File: config.mk
export PLATFORM = sky130hd
export DESIGN_NAME = eitc_byte_parser
export DESIGN_NICKNAME = d
export VERILOG_FILES = /design/src/design/eitc_pkg.sv /design/src/design/eitc_byte_parser.sv
export SDC_FILE = /design/constraint.sdc
export NUM_CORES = 1
export LEC_CHECK = 0
export ABC_AREA = 1
export BUFFER_PORTS_ARGS = -buffer_cell sky130_fd_sc_hd__buf_2
export CAP_MARGIN = 20
export CORE_MARGIN = 2
export CORE_UTILIZATION = 30
export DETAILED_ROUTE_END_ITERATION = 6
export HOLD_SLACK_MARGIN = 0.06
export PLACE_DENSITY = 0.56
export SYNTH_ARGS = -nofsm -noshare
export SYNTH_HDL_FRONTEND = slang
export SYNTH_SLANG_ARGS = --single-unit
File: constraint.sdc
create_clock -name aclk -period 10.3 [get_ports aclk]
set_input_delay 3.09 -clock aclk [delete_from_list [all_inputs] [get_ports aclk]]
set_output_delay 3.09 -clock aclk [all_outputs]
set_load 0.02 [all_outputs]
File: src/design/eitc_pkg.sv
// shared types, constants, checksum and field-slot helpers for the ethernet/ipv4/tcp header checker
package eitc_pkg;

    localparam int OFFSET_BITS_DEFAULT = 16;
    localparam int FRAME_LEN_BITS      = 16;
    localparam int L4_SLOTS            = 6;

    localparam int ETH_HDR_BYTES = 14;
    localparam int PSEUDO_FIRST  = 12;
    localparam int PSEUDO_LAST   = 19;
    localparam int ETYPE_HI_OFF  = 12;
    localparam int ETYPE_LO_OFF  = 13;
    localparam int IP_IHL_POS    = 0;
    localparam int IP_LEN_HI_POS = 2;
    localparam int IP_LEN_LO_POS = 3;
    localparam int IP_TTL_POS    = 8;
    localparam int IP_PROTO_POS  = 9;
    localparam int L4_HDR_BYTES  = 16;

    localparam logic [15:0] ETYPE_ARP  = 16'h0806;
    localparam logic [15:0] ETYPE_IPV4 = 16'h0800;
    localparam logic [15:0] ETYPE_IPV6 = 16'h86DD;

    localparam logic [7:0] IP_PROTO_TCP  = 8'd6;
    localparam logic [7:0] IP_PROTO_ICMP = 8'd1;
    localparam logic [7:0] IP_PROTO_UDP  = 8'd17;

    localparam logic [1:0] EK_ARP   = 2'd0;
    localparam logic [1:0] EK_IPV4  = 2'd1;
    localparam logic [1:0] EK_IPV6  = 2'd2;
    localparam logic [1:0] EK_OTHER = 2'd3;

    localparam logic [1:0] PK_TCP   = 2'd0;
    localparam logic [1:0] PK_ICMP  = 2'd1;
    localparam logic [1:0] PK_UDP   = 2'd2;
    localparam logic [1:0] PK_OTHER = 2'd3;

    localparam int STATUS_IP_BIT  = 0;
    localparam int STATUS_TCP_BIT = 1;

    localparam logic [2:0] SLOT_SRC_PORT = 3'd0;
    localparam logic [2:0] SLOT_DST_PORT = 3'd1;
    localparam logic [2:0] SLOT_SEQ      = 3'd2;
    localparam logic [2:0] SLOT_ACK      = 3'd3;
    localparam logic [2:0] SLOT_FLAGS    = 3'd4;
    localparam logic [2:0] SLOT_WINDOW   = 3'd5;

    localparam logic [15:0] CKSUM_GOOD = 16'hFFFF;
    localparam logic [3:0]  IHL_MASK   = 4'hF;
    localparam logic [11:0] FLAGS_MASK = 12'h0FFF;

    typedef struct packed {
        logic [7:0] frame_byte;
        logic       last_byte;
    } in_item_t;

    typedef struct packed {
        logic [1:0]  eth_kind;
        logic [1:0]  proto_kind;
        logic [5:0]  ip_header_bytes;
        logic [15:0] ip_total_len;
        logic [7:0]  time_to_live;
        logic [1:0]  cksum_status;
        logic [15:0] source_port;
        logic [15:0] dst_port;
        logic [31:0] seq_number;
        logic [31:0] ack_number;
        logic [11:0] tcp_flag_bits;
        logic [15:0] tcp_window;
    } result_t;

    // per-frame header state, also the header part of the snapshot handed to the summary stage
    typedef struct packed {
        logic [15:0]                     ethertype;
        logic [5:0]                      ihl_bytes;
        logic [15:0]                     total_len;
        logic [7:0]                      ttl;
        logic [7:0]                      protocol;
        logic [15:0]                     ip_sum;
        logic [15:0]                     tcp_sum;
        logic [L4_SLOTS-1:0][31:0]       l4_fields;
    } hdr_state_t;

    typedef struct packed {
        hdr_state_t              hdr;
        logic [FRAME_LEN_BITS-1:0] frame_len;
    } frame_snap_t;

    // ones' complement add with end-around carry
    function automatic logic [15:0] sum_add(input logic [15:0] acc, input logic [15:0] w);
        logic [16:0] s;
        s = {1'b0, acc} + {1'b0, w};
        return s[15:0] + {15'd0, s[16]};
    endfunction

    // which transport header field a segment byte belongs to
    function automatic logic [2:0] l4_slot(input logic [3:0] s);
        logic [2:0] k;
        if (s < 4'd2)       k = SLOT_SRC_PORT;
        else if (s < 4'd4)  k = SLOT_DST_PORT;
        else if (s < 4'd8)  k = SLOT_SEQ;
        else if (s < 4'd12) k = SLOT_ACK;
        else if (s < 4'd14) k = SLOT_FLAGS;
        else                k = SLOT_WINDOW;
        return k;
    endfunction

endpackage

File: src/design/eitc_byte_parser.sv
// input register, per-byte header parsing and checksum accumulation, frame snapshot register
module eitc_byte_parser #(
    parameter int OFFSET_BITS = eitc_pkg::OFFSET_BITS_DEFAULT
) (
    input  logic                  aclk,
    input  logic                  aresetn,
    input  logic                  s_valid,
    output logic                  s_ready,
    input  eitc_pkg::in_item_t    s_data,
    output logic                  snap_valid,
    input  logic                  snap_ready,
    output eitc_pkg::frame_snap_t snap_data
);

    logic                   in_valid_reg;
    eitc_pkg::in_item_t     in_data_reg;
    logic [OFFSET_BITS-1:0] off_reg;
    logic [OFFSET_BITS-1:0] off_next;
    logic [7:0]             hold_reg;
    logic [7:0]             hold_next;
    eitc_pkg::hdr_state_t   st_reg;
    eitc_pkg::hdr_state_t   st_next;
    eitc_pkg::hdr_state_t   st_upd;
    logic                   snap_valid_reg;
    eitc_pkg::frame_snap_t  snap_data_reg;

    logic                   fire;
    logic                   snap_free;
    logic                   proc;
    logic [OFFSET_BITS-1:0] off_adv;
    logic [7:0]             b;
    logic                   odd;

    assign b         = in_data_reg.frame_byte;
    assign odd       = off_reg[0];
    assign proc      = (off_reg != {OFFSET_BITS{1'b1}});
    assign off_adv   = proc ? off_reg + OFFSET_BITS'(1) : off_reg;
    assign snap_free = !snap_valid_reg || snap_ready;
    assign fire      = in_valid_reg && (!in_data_reg.last_byte || snap_free);
    assign s_ready   = !in_valid_reg || fire;

    // header field capture and checksum update for the byte in the input register
    always_comb begin
        logic [OFFSET_BITS-1:0] pos;
        logic [15:0]            p16;
        logic                   in_ip;
        logic [5:0]             ihl_cur;
        logic [15:0]            tot_cur;
        logic [15:0]            word;
        logic [15:0]            s16;
        logic [15:0]            seg;
        logic                   in_seg;
        logic                   seg_hit;
        logic                   s_last;
        logic [15:0]            tcp1;
        logic [2:0]             k;

        st_upd  = st_reg;
        tcp1    = st_reg.tcp_sum;
        pos     = off_reg - OFFSET_BITS'(eitc_pkg::ETH_HDR_BYTES);
        p16     = 16'(pos);
        in_ip   = proc && (off_reg >= OFFSET_BITS'(eitc_pkg::ETH_HDR_BYTES));
        word    = {hold_reg, b};
        ihl_cur = (p16 == 16'(eitc_pkg::IP_IHL_POS))
                  ? {b[3:0] & eitc_pkg::IHL_MASK, 2'b00} : st_reg.ihl_bytes;
        tot_cur = (p16 == 16'(eitc_pkg::IP_LEN_HI_POS) || p16 == 16'(eitc_pkg::IP_LEN_LO_POS))
                  ? {st_reg.total_len[7:0], b} : st_reg.total_len;
        in_seg  = (p16 >= {10'd0, ihl_cur});
        s16     = p16 - {10'd0, ihl_cur};
        seg     = tot_cur - {10'd0, ihl_cur};
        seg_hit = in_seg && (s16 < seg);
        s_last  = ({1'b0, s16} + 17'd1) == {1'b0, seg};
        k       = eitc_pkg::l4_slot(s16[3:0]);

        if (proc && (off_reg == OFFSET_BITS'(eitc_pkg::ETYPE_HI_OFF)
                     || off_reg == OFFSET_BITS'(eitc_pkg::ETYPE_LO_OFF))) begin
            st_upd.ethertype = {st_reg.ethertype[7:0], b};
        end

        if (in_ip) begin
            st_upd.ihl_bytes = ihl_cur;
            st_upd.total_len = tot_cur;
            if (p16 == 16'(eitc_pkg::IP_TTL_POS)) begin
                st_upd.ttl = b;
            end
            if (p16 == 16'(eitc_pkg::IP_PROTO_POS)) begin
                st_upd.protocol = b;
            end
            if (!in_seg && odd) begin
                st_upd.ip_sum = eitc_pkg::sum_add(st_reg.ip_sum, word);
            end
            // address words of the pseudo header
            if (p16 >= 16'(eitc_pkg::PSEUDO_FIRST) && p16 <= 16'(eitc_pkg::PSEUDO_LAST) && odd) begin
                tcp1 = eitc_pkg::sum_add(st_reg.tcp_sum, word);
            end
            st_upd.tcp_sum = tcp1;
            if (seg_hit) begin
                if (odd) begin
                    st_upd.tcp_sum = eitc_pkg::sum_add(tcp1, word);
                end else if (s_last) begin
                    // odd-length segment, pad the final byte with zero
                    st_upd.tcp_sum = eitc_pkg::sum_add(tcp1, {b, 8'h00});
                end
            end
            if (in_seg && s16 < 16'(eitc_pkg::L4_HDR_BYTES)) begin
                for (int i = 0; i < eitc_pkg::L4_SLOTS; i++) begin
                    if (k == 3'(i)) begin
                        st_upd.l4_fields[i] = {st_reg.l4_fields[i][23:0], b};
                    end
                end
            end
        end
    end

    always_comb begin
        st_next   = st_reg;
        off_next  = off_reg;
        hold_next = hold_reg;
        if (fire) begin
            if (in_data_reg.last_byte) begin
                st_next   = '0;
                off_next  = '0;
                hold_next = '0;
            end else begin
                st_next  = st_upd;
                off_next = off_adv;
                if (proc && !odd) begin
                    hold_next = b;
                end
            end
        end
    end

    always_ff @(posedge aclk) begin
        if (!aresetn) begin
            in_valid_reg   <= 1'b0;
            snap_valid_reg <= 1'b0;
            off_reg        <= '0;
            hold_reg       <= '0;
            st_reg         <= '0;
        end else begin
            if (s_ready) begin
                in_valid_reg <= s_valid;
            end
            if (fire && in_data_reg.last_byte) begin
                snap_valid_reg <= 1'b1;
            end else if (snap_ready) begin
                snap_valid_reg <= 1'b0;
            end
            off_reg  <= off_next;
            hold_reg <= hold_next;
            st_reg   <= st_next;
        end
    end

    always_ff @(posedge aclk) begin
        if (s_ready && s_valid) begin
            in_data_reg <= s_data;
        end
        if (fire && in_data_reg.last_byte) begin
            snap_data_reg.hdr       <= st_upd;
            snap_data_reg.frame_len <= eitc_pkg::FRAME_LEN_BITS'(off_adv);
        end
    end

    assign snap_valid = snap_valid_reg;
    assign snap_data  = snap_data_reg;

endmodule

== Yosys cells after proc, flatten, opt, wreduce, memory -nomap -nowiden ==
Index checks and enable logic that the tools add are counted.

* Register bits after elaboration: 607
* Bits of input ports: 13
* Output and inout bits: 296
* Word-level logic and storage cells: 127

* Add/subtract/negate cells: 13
* Order comparisons: 11
* Eq/ne operators: 13
* Mux-type cells: 31
* Reductions and logical operators: 26

{| class="wikitable"
|+ Operator list
! cell !! count
|-
| two-way mux 278 bit || 1
|-
| two-way mux 262 bit || 1
|-
| two-way mux 192 bit || 1
|-
| two-way mux 32 bit || 6
|-
| two-way mux 16 bit || 10
|-
| adder 16 x 16 -> 17 bit || 4
|-
| adder 16 x 1 -> 16 bit || 4
|-
| equality test 16 x 4 -> 1 bit, second input constant || 4
|-
| equality test 16 x 2 -> 1 bit, second input constant || 2
|-
| greater-or-equal comparator 16 x 4 -> 1 bit, second input constant || 2
|-
| two-way mux 8 bit || 4
|-
| subtractor 16 x 6 -> 16 bit || 2
|-
| adder 16 x 1 -> 17 bit, second input constant || 1
|-
| equality test 17 x 16 -> 1 bit || 1
|-
| adder 16 x 1 -> 16 bit, second input constant || 1
|-
| greater-or-equal comparator 16 x 6 -> 1 bit || 1
|-
| <= comparator 16 x 5 -> 1 bit, second input constant || 1
|-
| logical NOT 16 bit || 1
|-
| less-than comparator 16 bit || 1
|-
| less-than comparator 16 x 5 -> 1 bit, second input constant || 1
|-
| != test 16 bit, second input constant || 1
|-
| subtractor 16 x 4 -> 16 bit, second input constant || 1
|-
| less-than comparator 4 bit, second input constant || 3
|-
| two-way mux 3 bit || 4
|-
| 13 further kinds || 36
|}

== Longest topological paths before layout ==
* Word-level depth: 15
* Depth in mapped cells: 65
* Gate-level depth less buffers: 65

== Worst setup path after synthesis ==
No wires, ideal clock.

* Kind: input to register
* From: in snap_ready
* To: reg snap_data_reg (netlist bit snap_data[0]) (enable)
* Setup time: 0.646 ns
* Arrival: 9.150 ns
* Data required time: 9.654 ns
* Path slack: 0.504 ns
* Stages: 6
* Path buffers: 0
* Path through: nor2_1 nand2_1 nand2_1 inv_1 nand2_1 inv_1

* Longest elaborated chain between the ends: 4

{| class="wikitable"
|+ Ends and longest elaborated chain
! what !! line !! source
|-
| start, declared || eitc_byte_parser.sv:11 || <nowiki>input logic snap_ready,</nowiki>
|-
| logical OR 1 bit || eitc_byte_parser.sv:38 || <nowiki>assign snap_free = !snap_valid_reg || snap_ready;</nowiki>
|-
| logical OR 1 bit || eitc_byte_parser.sv:39 || <nowiki>assign fire = in_valid_reg && (!in_data_reg.last_byte || snap_free);</nowiki>
|-
| logical AND 1 bit || eitc_byte_parser.sv:39 ||
|-
| logical AND 1 bit || eitc_byte_parser.sv:160 || <nowiki>if (fire && in_data_reg.last_byte) begin</nowiki>
|-
| end, declared || eitc_byte_parser.sv:25 || <nowiki>eitc_pkg::frame_snap_t snap_data_reg;</nowiki>
|}

Every way passes these cells.
A chain may end at the register's enable or synchronous reset.

==> results.toml <==
[outcome]
status = "finished clean"

[detailed_routing]
wl_mm = 97.2
first_iter_violations = 1947
drc_errors = 0
wl_per_cell_um = 17.9
ant_nets = 0
vias = 25152
via_per_inst = 4.65
first_pass_iters = 5

[die]
fp-row-count = 118
ioPinCount = 309
core_um2 = 104000
start_util = 0.303
die_h_um = 328
die_w_um = 328
die_area_um2 = 107000

[timing]
worst_pin_slew_ps = 976
fmax_mhz = 115
maxSlewViolCount = 0
final_hold_viol_count = 0
fin_skew_ps = 40.1
max-slew-margin-rel = 0.346
rsz0062_at_grt = "false"
period_minus_slack_ps = 8720
fin_crit_sh = 0.847
setup_violations = 0
fin_tns_setup_ps = 0

[clock_tree]
cts.sinks = 607
clkTransAtPathRegs_ps = 60
hold_buffers = 0
cts_tree = "yes"
post_cts_buffers = 0
cts_buffer_depth = 3
cts-resized-gates = 0
clockRootBuffer = "clkbuf_16"
clk_latency_ps = 650
ctsHtreeMaxLevel = 3
cts_made_buffers = 73

[worst_setup_path]
setup.worst_path.start_class = "flip-flop"
endpoint_kind = "flip-flop"
worstPathRequired_ps = 10680
max_stage_delay_ps = 680
cpMostUsedCell = "nor2_1"
rr_endpoint = "snap_data[222]"
crit_end = "snap_data[222]"
rr_startpoint = "b[1]"
slowest_stage = "edfxtp_1"
cp-startpoint = "b[1]"
r2r_setup_slack_ps = 1580
cp_max_fo = 9
arrival_ps = 9100
path_class = "flip-flop to flip-flop"
worstRegToRegCells = 61

[yosys]
syn-num-nets = 3828
mappedNetlistArea_um2 = 31400
ys.warnings.count = 0
synth_top_area_frac = 0.290
ys_ff_latch = 607
yosysSeqAreaShare = 0.483
ys_top_cells_by_area = "edfxtp_1 29%, dfxtp_1 19%, nand2_1 13%"
syn_inst = 3707
yosys.area.top_type = "edfxtp_1"
synth.distinct_cells = 56
avgSynthCellArea_um2 = 8.47

[placed_design]
dp_hpwl_mm = 66.6
gp_congestion = 0.894
portBuffers = 308
place_inst = 5278

[run]
maxCapViolCount = 0

[final_layout]
drive_gt1_frac = 0.145
mostFrequentLayoutCells = "1067 x nand2_1, 461 x inv_1, 390 x a21oi_1"
syn_to_final_growth_pct = 17.1
finalNonFillerCells = 5414
final_common_cell = "nand2_1"
final_nets = 4094
largest_reg_flops = 294

[min_path]
hold_class = "flip-flop to flip-flop"

[pwr]
irDropWorstVdd_uv = 117
p_leak_uw = 0.0168
p_per_area_nw_per_um2 = 148

[global_route]
antenna_found_initial = 5
overflow = 0
grt_pass1_vias = 23561
grt_pass1_wl_mm = 145
grt_usage = 0.177
grt_max_degree = 168
## routing by layer
| metal | vias up | share of wire | global-route usage |
|---|---|---|---|
| met2 | 577 | 0.46 | 0.280 |
| li1 | 12639 | - | - |
| met5 | - | 0.00024 | 0 |
| met1 | 11825 | 0.46 | 0.239 |
| met4 | 4 | 0.023 | 0.0475 |
| met3 | 107 | 0.064 | 0.0441 |
## cells in the mapped netlist, drive strengths merged
cell and n:
nand2 1106, nor4 13, o31ai 1, or2 14, mux2i 193, edfxtp 303
o21bai 13, a21boi 10, a22oi 1, nand3b 8, xnor2 19, dfxtp 304
o221ai 3, nand4 28, a21oi 391, a211oi 3, fa 6, o21ai 85
a21o 6, nor3b 2, nor3 18, nor2 174, o2111ai 2, clkinv 3
o21a 14, and2 7, mux2 4, xor2 68, ha 102, o2111a 1
buf 59, a31oi 2, clkbuf 90, nand3 176, inv 478
## worst min-delay path by stage
stage	startpoint	end	slack, ps	depth (start not counted)
global placement	st_reg[253]	st_reg[253]	450	2
detailed placement	st_reg[63]	st_reg[63]	450	2
CTS	st_reg[63]	st_reg[63]	460	2
floorplan	st_reg[253]	st_reg[253]	440	2
global route	st_reg[184]	st_reg[184]	480	2
finish	st_reg[187]	st_reg[187]	460	2
## where the power goes
group / total (uW) / internal [uW] / switching (uW)
clock: 2710 / 1570 / 1130
sequential: 2550 / 2540 / 9.10
combinational: 194 / 34.8 / 160
## layout make-up
class / instances / area, um2
flip-flops and latches: 607 / 15200
inverters: 481 / 1820
clock buffers: 91 / 1940
fillers: 10722 / 66900
diodes: 1 / 2.50
repair buffers: 340 / 1810
clock inverters: 44 / 582
well taps: 1380 / 1730
multi-input cells: 2470 / 13700
## metrics by stage
step                cell area [um2]  total power, uW  hold slack (ps)   util  setup slack, ps
global placement              34200             2800              449  0.330             1790
finish                        36800             5450              462  0.355             1580
global route                  36800             5640              481  0.355              603
floorplan                     31400             2720              441      -              504
detailed placement            34300             2800              455  0.331             1660
CTS                           36800             5530              464  0.355             1590
## critical path, delay by kind of cell, from the launching register on
kind,cells,cell delay (ps)
AOI/OAI and AO/OA,11,2200
DFF,1,680
xor gates and xnor gates,1,130
and+or+nand+nor,35,3630
buffers and inverters,8,470
adders and majority gates,6,1350
## cell families (layout without fill, tap and decap cells)
family | after synthesis | after routing | synth area share
buffers and inverters | 630 | 956 | 0.0811
multiplexers | 197 | 197 | 0.0629
flip-flops | 607 | 607 | 0.483
AND/OR/NAND/NOR | 1546 | 1546 | 0.214
AO/OA/AOI/OAI | 532 | 532 | 0.0901
other | 0 | 1 | 0
adder cells (fa/ha/maj) | 108 | 108 | 0.0445
XOR/XNOR | 87 | 87 | 0.0243
No activity file was read; power rests on OpenSTA's default activity.
